==> src/hdl/lr_pkg.sv <==
package lr_pkg;

    localparam int SCREEN_SIDE = 512;
    localparam int COORD_W     = 12;
    localparam int DELTA_W     = 13;
    localparam int ERR_W       = 14;
    localparam int ACC_W       = 16;
    localparam int COLOR_W     = 32;
    localparam int ADDR_W      = 18;
    localparam int ADDR_FULL_W = COORD_W + $clog2(SCREEN_SIDE + 1);

    localparam logic KIND_LOAD = 1'b0;
    localparam logic KIND_STEP = 1'b1;

    typedef struct packed {
        logic                       kind;
        logic signed [COORD_W-1:0]  x_start;
        logic signed [COORD_W-1:0]  y_start;
        logic signed [COORD_W-1:0]  x_end;
        logic signed [COORD_W-1:0]  y_end;
        logic [COLOR_W-1:0]         color;
    } line_item_t;

    typedef struct packed {
        logic signed [COORD_W-1:0]  pixel_x;
        logic signed [COORD_W-1:0]  pixel_y;
        logic [ADDR_W-1:0]          pixel_address;
        logic [COLOR_W-1:0]         pixel_color;
        logic                       visible;
        logic                       last;
    } pixel_item_t;

    typedef struct packed {
        logic                       active;
        logic signed [COORD_W-1:0]  cur_x;
        logic signed [COORD_W-1:0]  cur_y;
        logic signed [ERR_W-1:0]    err_acc;
        logic [DELTA_W-1:0]         steps_left;
        logic [DELTA_W-1:0]         major_delta;
        logic [DELTA_W-1:0]         minor_delta;
        logic                       x_major;
        logic                       y_negative;
        logic [COLOR_W-1:0]         line_color;
    } walk_state_t;

endpackage

==> src/hdl/lr_setup.sv <==
module lr_setup (
    input  lr_pkg::line_item_t  item,
    output lr_pkg::walk_state_t loaded
);
    import lr_pkg::*;

    logic                       swap;
    logic signed [COORD_W-1:0]  x0;
    logic signed [COORD_W-1:0]  y0;
    logic signed [COORD_W-1:0]  x1;
    logic signed [COORD_W-1:0]  y1;
    logic signed [DELTA_W-1:0]  dx;
    logic signed [DELTA_W-1:0]  dy;
    logic [DELTA_W-1:0]         ady;
    logic                       x_major;

    // The walk always runs left to right in x.
    assign swap = item.x_start > item.x_end;
    assign x0   = swap ? item.x_end   : item.x_start;
    assign y0   = swap ? item.y_end   : item.y_start;
    assign x1   = swap ? item.x_start : item.x_end;
    assign y1   = swap ? item.y_start : item.y_end;

    assign dx      = DELTA_W'(x1) - DELTA_W'(x0);
    assign dy      = DELTA_W'(y1) - DELTA_W'(y0);
    assign ady     = dy[DELTA_W-1] ? DELTA_W'(-dy) : DELTA_W'(dy);
    assign x_major = DELTA_W'(dx) >= ady;

    always_comb
    begin
        loaded.active      = 1'b1;
        loaded.cur_x       = x0;
        loaded.cur_y       = y0;
        loaded.err_acc     = '0;
        loaded.major_delta = x_major ? DELTA_W'(dx) : ady;
        loaded.minor_delta = x_major ? ady : DELTA_W'(dx);
        loaded.steps_left  = loaded.major_delta + DELTA_W'(1);
        loaded.x_major     = x_major;
        loaded.y_negative  = dy[DELTA_W-1];
        loaded.line_color  = item.color;
    end

endmodule

==> src/hdl/lr_walk.sv <==
module lr_walk (
    input  lr_pkg::walk_state_t cur,
    output lr_pkg::pixel_item_t pix,
    output lr_pkg::walk_state_t nxt
);
    import lr_pkg::*;

    localparam logic signed [COORD_W:0] SIDE_S = (COORD_W + 1)'(SCREEN_SIDE);

    logic signed [COORD_W:0]    x_ext;
    logic signed [COORD_W:0]    y_ext;
    logic                       vis;
    logic [ADDR_FULL_W-1:0]     addr_full;
    logic                       fin;
    logic signed [ACC_W-1:0]    two_minor;
    logic signed [ACC_W-1:0]    two_major;
    logic signed [ACC_W-1:0]    major_ext;
    logic signed [ACC_W-1:0]    err_sum;
    logic                       minor_step;
    logic signed [ACC_W-1:0]    err_new;

    assign x_ext = {cur.cur_x[COORD_W-1], cur.cur_x};
    assign y_ext = {cur.cur_y[COORD_W-1], cur.cur_y};
    assign vis   = !cur.cur_x[COORD_W-1] && !cur.cur_y[COORD_W-1]
                   && (x_ext < SIDE_S) && (y_ext < SIDE_S);

    assign addr_full = ADDR_FULL_W'(cur.cur_y[COORD_W-2:0]) * ADDR_FULL_W'(SCREEN_SIDE)
                       + ADDR_FULL_W'(cur.cur_x[COORD_W-2:0]);

    assign fin = cur.steps_left <= DELTA_W'(1);

    // Error term tracks the exact rounding point of the minor axis.
    assign two_minor  = {2'b00, cur.minor_delta, 1'b0};
    assign two_major  = {2'b00, cur.major_delta, 1'b0};
    assign major_ext  = {3'b000, cur.major_delta};
    assign err_sum    = ACC_W'(cur.err_acc) + two_minor;
    assign minor_step = err_sum >= major_ext;
    assign err_new    = minor_step ? err_sum - two_major : err_sum;

    always_comb
    begin
        pix.pixel_x       = cur.cur_x;
        pix.pixel_y       = cur.cur_y;
        pix.pixel_address = vis ? addr_full[ADDR_W-1:0] : '0;
        pix.pixel_color   = cur.line_color;
        pix.visible       = vis;
        pix.last          = fin;

        nxt = cur;
        if (fin)
        begin
            nxt.active     = 1'b0;
            nxt.steps_left = '0;
        end
        else
        begin
            nxt.err_acc    = err_new[ERR_W-1:0];
            nxt.steps_left = cur.steps_left - DELTA_W'(1);
            if (cur.x_major)
            begin
                nxt.cur_x = cur.cur_x + COORD_W'(1);
                if (minor_step)
                begin
                    nxt.cur_y = cur.y_negative ? cur.cur_y - COORD_W'(1)
                                               : cur.cur_y + COORD_W'(1);
                end
            end
            else
            begin
                nxt.cur_y = cur.y_negative ? cur.cur_y - COORD_W'(1)
                                           : cur.cur_y + COORD_W'(1);
                if (minor_step)
                begin
                    nxt.cur_x = cur.cur_x + COORD_W'(1);
                end
            end
        end
    end

endmodule

==> src/hdl/line_rasterizer.sv <==
// Items pass through the input register; pixels go out through the pixel register.
// Throughput: one item per cycle unless the pixel output stalls; the step logic
// between the input and pixel registers updates the line state combinationally.
// Reset: asynchronous, active low; clears the line state (no line loaded)
// and empties the input and pixel registers.
module line_rasterizer (
    input  logic                clk,
    input  logic                rst_n,
    input  logic                item_valid,
    output logic                item_ready,
    input  lr_pkg::line_item_t  item,
    output logic                pixel_valid,
    input  logic                pixel_ready,
    output lr_pkg::pixel_item_t pixel
);
    import lr_pkg::*;

    logic        in_valid_reg;
    line_item_t  in_reg;
    walk_state_t state_reg;
    walk_state_t state_next;
    walk_state_t loaded;
    walk_state_t stepped;
    pixel_item_t pix;
    logic        out_valid_reg;
    pixel_item_t out_reg;
    logic        out_free;
    logic        is_load;
    logic        emit;
    logic        advance;

    lr_setup u_setup (
        .item   (in_reg),
        .loaded (loaded)
    );

    lr_walk u_walk (
        .cur (state_reg),
        .pix (pix),
        .nxt (stepped)
    );

    assign out_free   = !out_valid_reg || pixel_ready;
    assign is_load    = in_reg.kind == KIND_LOAD;
    assign emit       = in_valid_reg && !is_load && state_reg.active;
    assign advance    = in_valid_reg && (is_load || !state_reg.active || out_free);
    assign item_ready = !in_valid_reg || advance;

    always_comb
    begin
        state_next = state_reg;
        if (advance)
        begin
            if (is_load)
            begin
                state_next = loaded;
            end
            else if (state_reg.active)
            begin
                state_next = stepped;
            end
        end
    end

    always_ff @(posedge clk or negedge rst_n)
    begin
        if (!rst_n)
        begin
            in_valid_reg  <= 1'b0;
            out_valid_reg <= 1'b0;
            state_reg     <= '0;
        end
        else
        begin
            if (item_ready)
            begin
                in_valid_reg <= item_valid;
            end
            if (advance && emit)
            begin
                out_valid_reg <= 1'b1;
            end
            else if (pixel_ready)
            begin
                out_valid_reg <= 1'b0;
            end
            state_reg <= state_next;
        end
    end

    always_ff @(posedge clk)
    begin
        if (item_ready && item_valid)
        begin
            in_reg <= item;
        end
        if (advance && emit)
        begin
            out_reg <= pix;
        end
    end

    assign pixel_valid = out_valid_reg;
    assign pixel       = out_reg;

endmodule

==> config.mk <==
export PLATFORM = sky130hd
export DESIGN_NAME = line_rasterizer
export DESIGN_NICKNAME = d
export VERILOG_FILES = /design/src/hdl/lr_pkg.sv /design/src/hdl/lr_setup.sv /design/src/hdl/lr_walk.sv /design/src/hdl/line_rasterizer.sv
export SDC_FILE = /design/constraint.sdc
export NUM_CORES = 1
export LEC_CHECK = 0
export ABC_AREA = 1
export ABC_CLOCK_PERIOD_IN_PS = 6700
export BUFFER_PORTS_ARGS = -buffer_cell sky130_fd_sc_hd__buf_2
export CAP_MARGIN = 10
export CORE_MARGIN = 2
export CORE_UTILIZATION = 50
export DETAILED_ROUTE_END_ITERATION = 6
export MAX_ROUTING_LAYER = met4
export PLACE_DENSITY = 0.72
export SETUP_SLACK_MARGIN = 0.3
export SLEW_MARGIN = 20
export SYNTH_ARGS = -nofsm -noshare
export SYNTH_HDL_FRONTEND = slang
export SYNTH_SLANG_ARGS = --single-unit
==> constraint.sdc <==
create_clock -name clk -period 6.7 [get_ports clk]
set_input_delay 1.34 -clock clk [delete_from_list [all_inputs] [get_ports clk]]
set_output_delay 1.34 -clock clk [all_outputs]
set_load 0.01 [all_outputs]
==> impl_metrics.toml, run 1 <==
[synth]
yosysUniqueCellTypes = 58
synthTopCellsByArea = "edfxtp_1, dfrtp_1, nand2_1"
synth_top_area_share_pct = 31.5
syn_nets = 1853
synth-edff-count = 157
yosysMostFrequentCell = "nand2_1"
synth_warnings = 0
postSynth.asyncResetShare_pct = 41.9
synth_area_per_cell_um2 = 8.88
syn_area_um2 = 14900
synth_common_cells = "nand2_1, inv_1, edfxtp_1"
yosysTopAreaCell = "edfxtp_1"
synth_seq_cells = 270
ys.flop_type = "edfxtp_1"
synth_cells = 1683
ys_seq_area_share_pct = 50.5

[clock_network]
clock-sinks = 270
cts_made_buffers = 29
h-tree-depth = 1
max-clock-path-buffers = 3
cts_tree = "yes"
clk_latency_ns = 0.57
path_clk_slew_ns = 0.06
root_buffer = "clkbuf_16"

[sta]
whs_ns = 0.444
setup_viol = 0
finalCriticalPeriod_ns = 5.90
max_freq_mhz = 170
relSlewSlack_pct = 44.2
setup_tns_ns = 0
finClkSkew_ns = 0.0239
tightest_slew_ns = 0.834
maxSlewViolCount = 0
fin_ws_ns = 0.801
finalHoldViolCount = 0
post-route-period-util_pct = 88.0
rsz0062_at_grt = "false"

[critical_path]
crit_buf_inv = 8
cp.required_ns = 7.20
critPathMaxStageDelay_ns = 0.41
startpoint_type = "flip-flop"
crit_path_end_kind = "flip-flop"
path_class = "reg -> reg"
critPathTopFamily = "simple AND/OR/NAND/NOR gates"
slowest_stage = "edfxtp_1"
critPathMostFrequentCell = "nand2_1"
worstPathArrival_ns = 6.40
path_max_fanout = 21

[drt]
wl_met1_mm = 16.5
wl_met3_mm = 2.16
wl_met2_mm = 16.7
drt_pass1_iterations = 5
routed_wl_mm = 36.2
remaining_drc_errors = 0
wire_per_inst_um = 15.9
maxUsedRoutingLayer = "met4"
drtIter0Drc = 941
viasPerCell = 5.22
vias = 11891
final_antenna_net_count = 0

[layout]
fin_util_pct = 59.0
nets = 2033
largest_register_ffs = 111
drive_above_1_share_pct = 17.7
final_cell_area_um2 = 17400
area_growth_pct = 16.6
fillers = 2582

[grt]
grt_pass1_vias = 11320
grt_pass1_wl_mm = 57.5
track_usage_pct = 23.7
gr-total-overflow = 0
grt_start_max_net_pins = 82
antenna_found_initial = 1

[floorplan]
io_pins = 163
core_area_um2 = 29600
dieArea_um2 = 31300
die_w_um = 177
dieHeight_um = 177
std_cell_rows = 63
initial_core_util_pct = 50.6

[place]
place_ws_ns = 0.316
dpl-instance-area_um2 = 16200
routabilityCongestion = 0.964
numPortBuffers = 162
dpl.hpwl_mm = 26.3

[run_status]
status = "finished clean"

[worst_hold_path]
hold_class = "reg -> reg"

[power]
ir_worst_vdd_v = 0.000227
leakagePower_nw = 8.31
power_density_nw_per_um2 = 416

[job]
cap_violations = 0
==> placed cells by master (no fill, tap or decap), types with 17 or more instances in the layout <==
cell type  netlist  routed
a21oi_1         92      90
buf_2            2     161
buf_4            2      24
clkbuf_16        0      30
dfrtp_1        113     113
edfxtp_1       157     157
ha_1            81      71
inv_1          221     217
nand2_1        402     401
nand2_2         26      25
nand3_1         80      80
nor2_1         125     122
nor3_1          17      17
o21ai_0        111     107
o21ai_1         25      28
xor2_1          37      36
==> report_power, final <==
group / internal (mW) / switching, mW
Sequential: 2.12 / 0.240
Clock: 0.913 / 0.666
Combinational: 1.22 / 2.10
Total: 4.25 / 3.01
==> final cells by class <==
type / count / area [µm²] / share of cell area [%]
flip-flops and latches: 270 / 7540 / 43.3
multi-input cells: 1144 / 6540 / 37.5
repair buffers: 188 / 1040 / 5.95
inverters: 230 / 871 / 5.00
clock buffers: 44 / 843 / 4.84
well taps: 390 / 488 / 2.80
clock inverters: 10 / 103 / 0.589
diodes: 1 / 2.50 / 0.0144
==> kinds of logic after synthesis <==
| kind of cell | share of synthesized area [%] |
|---|---|
| multiplexers | 0.0670 |
| buffers and inverters | 7.22 |
| adder cells (fa/ha/maj) | 7.32 |
| XOR/XNOR | 2.70 |
| AND/OR/NAND/NOR | 20.7 |
| AO/OA/AOI/OAI | 11.6 |
| flip-flops | 50.5 |
==> per-layer routing <==
metal / GRT usage [%] / vias up
met5: - / -
met3: 3.89 / 49
met4: 5.92 / 0
met2: 37.5 / 336
li1: - / 5962
met1: 32.2 / 5544
==> repair_timing <==
action / 4_1_cts / 5_1_grt
hold buffers: 0 / 0
setup endpoints to repair: 0 / 39
setup buffers: 0 / 10
gates resized for setup: 0 / 37
==> worst min-delay path: stages (launching register included) <==
cell and delay (ns):
edfxtp_1 0.32, nand2_1 0.05, nand2_1 0.05
==> final timing paths <==
check | endpoint | slack [ns] | start | cells past startpoint
max | state_reg[71] | 0.80 | in_reg[51] | 45
min | state_reg[30] | 0.44 | in_reg[30] | 2
max reg2reg | state_reg[71] | 0.80 | in_reg[51] | 45
min reg2reg | state_reg[30] | 0.44 | in_reg[30] | 2
max in group asynchronous | state_reg[45] | 4.56 | rst_n | 2
min in group asynchronous | state_reg[106] | 0.88 | rst_n | 1
==> metrics by stage <==
stage | power (mW) | std cells
6_report | 7.25 | 2277
3_5_place_dp | 5.55 | 2210
3_3_place_gp | 5.46 | 2210
5_1_grt | 7.83 | 2277
2_1_floorplan | 4.77 | 1683
4_1_cts | 7.16 | 2264
Note: power is estimated with default switching activity, not from simulation.
==> inputs of run 2 (changes only) <==
--- a/config.mk
+++ b/config.mk
@@ -13,9 +13,10 @@
 export CORE_UTILIZATION = 50
 export DETAILED_ROUTE_END_ITERATION = 6
 export MAX_ROUTING_LAYER = met4
-export PLACE_DENSITY = 0.72
+export PLACE_DENSITY = 0.71
 export SETUP_SLACK_MARGIN = 0.3
 export SLEW_MARGIN = 20
 export SYNTH_ARGS = -nofsm -noshare
 export SYNTH_HDL_FRONTEND = slang
+export SYNTH_HIERARCHICAL = 1
 export SYNTH_SLANG_ARGS = --single-unit
==> run 2 against run 1 <==
Fmax shrank 2.2%. Final cell count grew 30%. Power grew 15%. Via count grew 34%. Routed wire length grew 36%. Sequential cell count grew 1.
==> impl_metrics.toml, run 2 <==
[run_status]
status = "finished clean"

[synth]
synthTopCellsByArea = "edfxtp_1, nand2_1, dfrtp_1"
synth-edff-count = 157
yosysMostFrequentCell = "nand2_1"
yosysUniqueCellTypes = 56
postSynth.asyncResetShare_pct = 42.1
syn_area_um2 = 19100
synth_seq_cells = 271
synth_top_area_share_pct = 24.7
synth_common_cells = "nand2_1, inv_1, nand3_1"
synth_cells = 2433
ys.flop_type = "edfxtp_1"
ys_seq_area_share_pct = 39.6
synth_warnings = 6
synth_area_per_cell_um2 = 7.85
yosysTopAreaCell = "edfxtp_1"

[sta]
finClkSkew_ns = 0.0194
finalHoldViolCount = 0
finalCriticalPeriod_ns = 6.03
relSlewSlack_pct = 30.7
setup_viol = 0
maxSlewViolCount = 0
rsz0062_at_grt = "true"
setup_tns_ns = 0
max_freq_mhz = 166
tightest_slew_ns = 1.04
post-route-period-util_pct = 90.1

[drt]
drt_pass1_iterations = 5
final_antenna_net_count = 0
drtIter0Drc = 1413
routed_wl_mm = 49.3
wire_per_inst_um = 16.6
viasPerCell = 5.38
vias = 15960
remaining_drc_errors = 0

[place]
dpl-instance-area_um2 = 18900
dpl.hpwl_mm = 32.6
numPortBuffers = 162
routabilityCongestion = 0.962

[critical_path]
critPathMostFrequentCell = "nand2_1"
crit_path_end_kind = "flip-flop"
startpoint_type = "flip-flop"
critPathMaxStageDelay_ns = 0.45
worstPathArrival_ns = 6.46
path_class = "reg -> reg"
worstRegToRegCells = 49
reg2reg_setup_slack_ns = 0.67
path_max_fanout = 14
rr_startpoint = "in_reg[75]"
cp.required_ns = 7.13
slowest_stage = "edfxtp_1"
r2r_end = "state_reg[72]"

[clock_network]
root_buffer = "clkbuf_16"
cts_made_buffers = 34
h-tree-depth = 2
clk_latency_ns = 0.56
hold_buffers = 0
max-clock-path-buffers = 3
path_clk_slew_ns = 0.05
cts_tree = "yes"
clock-sinks = 271

[floorplan]
dieHeight_um = 199
die_w_um = 199
initial_core_util_pct = 50.7
core_area_um2 = 37700
std_cell_rows = 71
io_pins = 163
dieArea_um2 = 39800

[job]
cap_violations = 0

[layout]
drive_above_1_share_pct = 18.1
fillers = 3496
nets = 2603
largest_register_ffs = 112
final_cell_mix = "nand2_1, inv_1, nand3_1, buf_2, edfxtp_1"
layout_commonest_cell = "nand2_1"
final_cell_area_um2 = 20700
area_growth_pct = 8.36

[power]
leakagePower_nw = 10.3
ir_worst_vdd_v = 0.000186
power_density_nw_per_um2 = 402
total_power_mw = 8.32

[worst_hold_path]
whs_path_depth = 0
hold_class = "reg -> reg"
hold_end = "pixel[12]"
min-delay-start = "state_reg[10]"

[grt]
track_usage_pct = 25.2
grt_pass1_vias = 14944
gr-total-overflow = 0
grt_start_max_net_pins = 88
grt_pass1_wl_mm = 77.7
antenna_found_initial = 1
run 2: cell types whose count changed after synthesis, moves of 23 or more:
| cell | before | now |
|---|---|---|
| buf_4 | 2 | 173 |
| o21ai_0 | 111 | 48 |
| buf_2 | 2 | 46 |
| a21oi_1 | 92 | 58 |
| nand2_1 | 402 | 800 |
| nand3_1 | 80 | 186 |
| nor2_1 | 125 | 102 |
| nand4_1 | 11 | 134 |
run 2: cells by family (layout without fill, tap and decap cells):
group,Yosys count,after routing,synth area share [%]
compound gates,179,179,5.64
simple gates,1329,1329,31.3
other cells,2,16,0.0393
fa+ha+maj,86,86,5.79
xor+xnor,70,70,3.25
buf+inv,496,507,14.3
flops,271,271,39.6
run 2: worst max-delay path by stage:
| stage | startpoint | endpoint | depth (start not counted) |
|---|---|---|---|
| 4_1_cts | in_reg[76] | state_reg[68] | 54 |
| 3_3_place_gp | in_reg[79] | state_reg[68] | 54 |
| 5_1_grt | in_reg[75] | state_reg[68] | 54 |
| 6_report | in_reg[75] | state_reg[72] | 49 |
| 3_5_place_dp | in_reg[79] | state_reg[68] | 53 |
| 2_1_floorplan | in_reg[79] | state_reg[68] | 55 |
run 2: per-layer routing:
| layer | track usage (%) | share of wire, % |
|---|---|---|
| met1 | 34.5 | 46 |
| met2 | 38.9 | 46 |
| met3 | 3.43 | 6.5 |
| met4 | 8.23 | 2.1 |
| met5 | - | 0 |
run 2: area by class of cell:
cell class / instances / area, µm² / share of cell area [%]
sequential: 271 / 7570 / 36.6
timing repair buffer: 223 / 1310 / 6.33
multi-input combinational: 1679 / 9140 / 44.2
tap: 511 / 639 / 3.09
antenna: 1 / 2.50 / 0.0121
clock inverter: 16 / 171 / 0.829
inverter: 223 / 840 / 4.06
clock buffer: 45 / 1000 / 4.85
run 2: what timing repair did:
action	CTS	global route
pin swaps	2	52
setup endpoints to repair	8	39
setup buffers	3	38
gates resized for setup	11	67
run 2: through the flow:
stage | util [%] | cells | hold slack (ns) | worst slack, ns
3_3_place_gp | 50.1 | 2866 | 0.455 | 0.284
6_report | 54.9 | 2969 | 0.470 | 0.667
2_1_floorplan | - | 2446 | 0.471 | 0.714
3_5_place_dp | 50.1 | 2866 | 0.457 | 0.0948
4_1_cts | 53.5 | 2930 | 0.470 | 0.305
5_1_grt | 54.9 | 2969 | 0.483 | 0.188
run 2: power by group:
part | leakage (nW) | internal (mW) | switching, mW | total, mW
Clock | 0.585 | 1.17 | 0.749 | 1.92
Combinational | 6.72 | 1.51 | 2.59 | 4.10
Sequential | 2.99 | 2.02 | 0.271 | 2.30
Total | 10.3 | 4.71 | 3.61 | 8.32
run 2: critical path, delay by kind of cell, from the launching register on:
family	cells	cell delay (ns)
and+or+nand+nor	29	2.51
AOI/OAI and AO/OA	9	1.27
buffers and inverters	8	1.01
adders and majority gates	2	0.53
DFF	1	0.45
xor gates and xnor gates	1	0.16
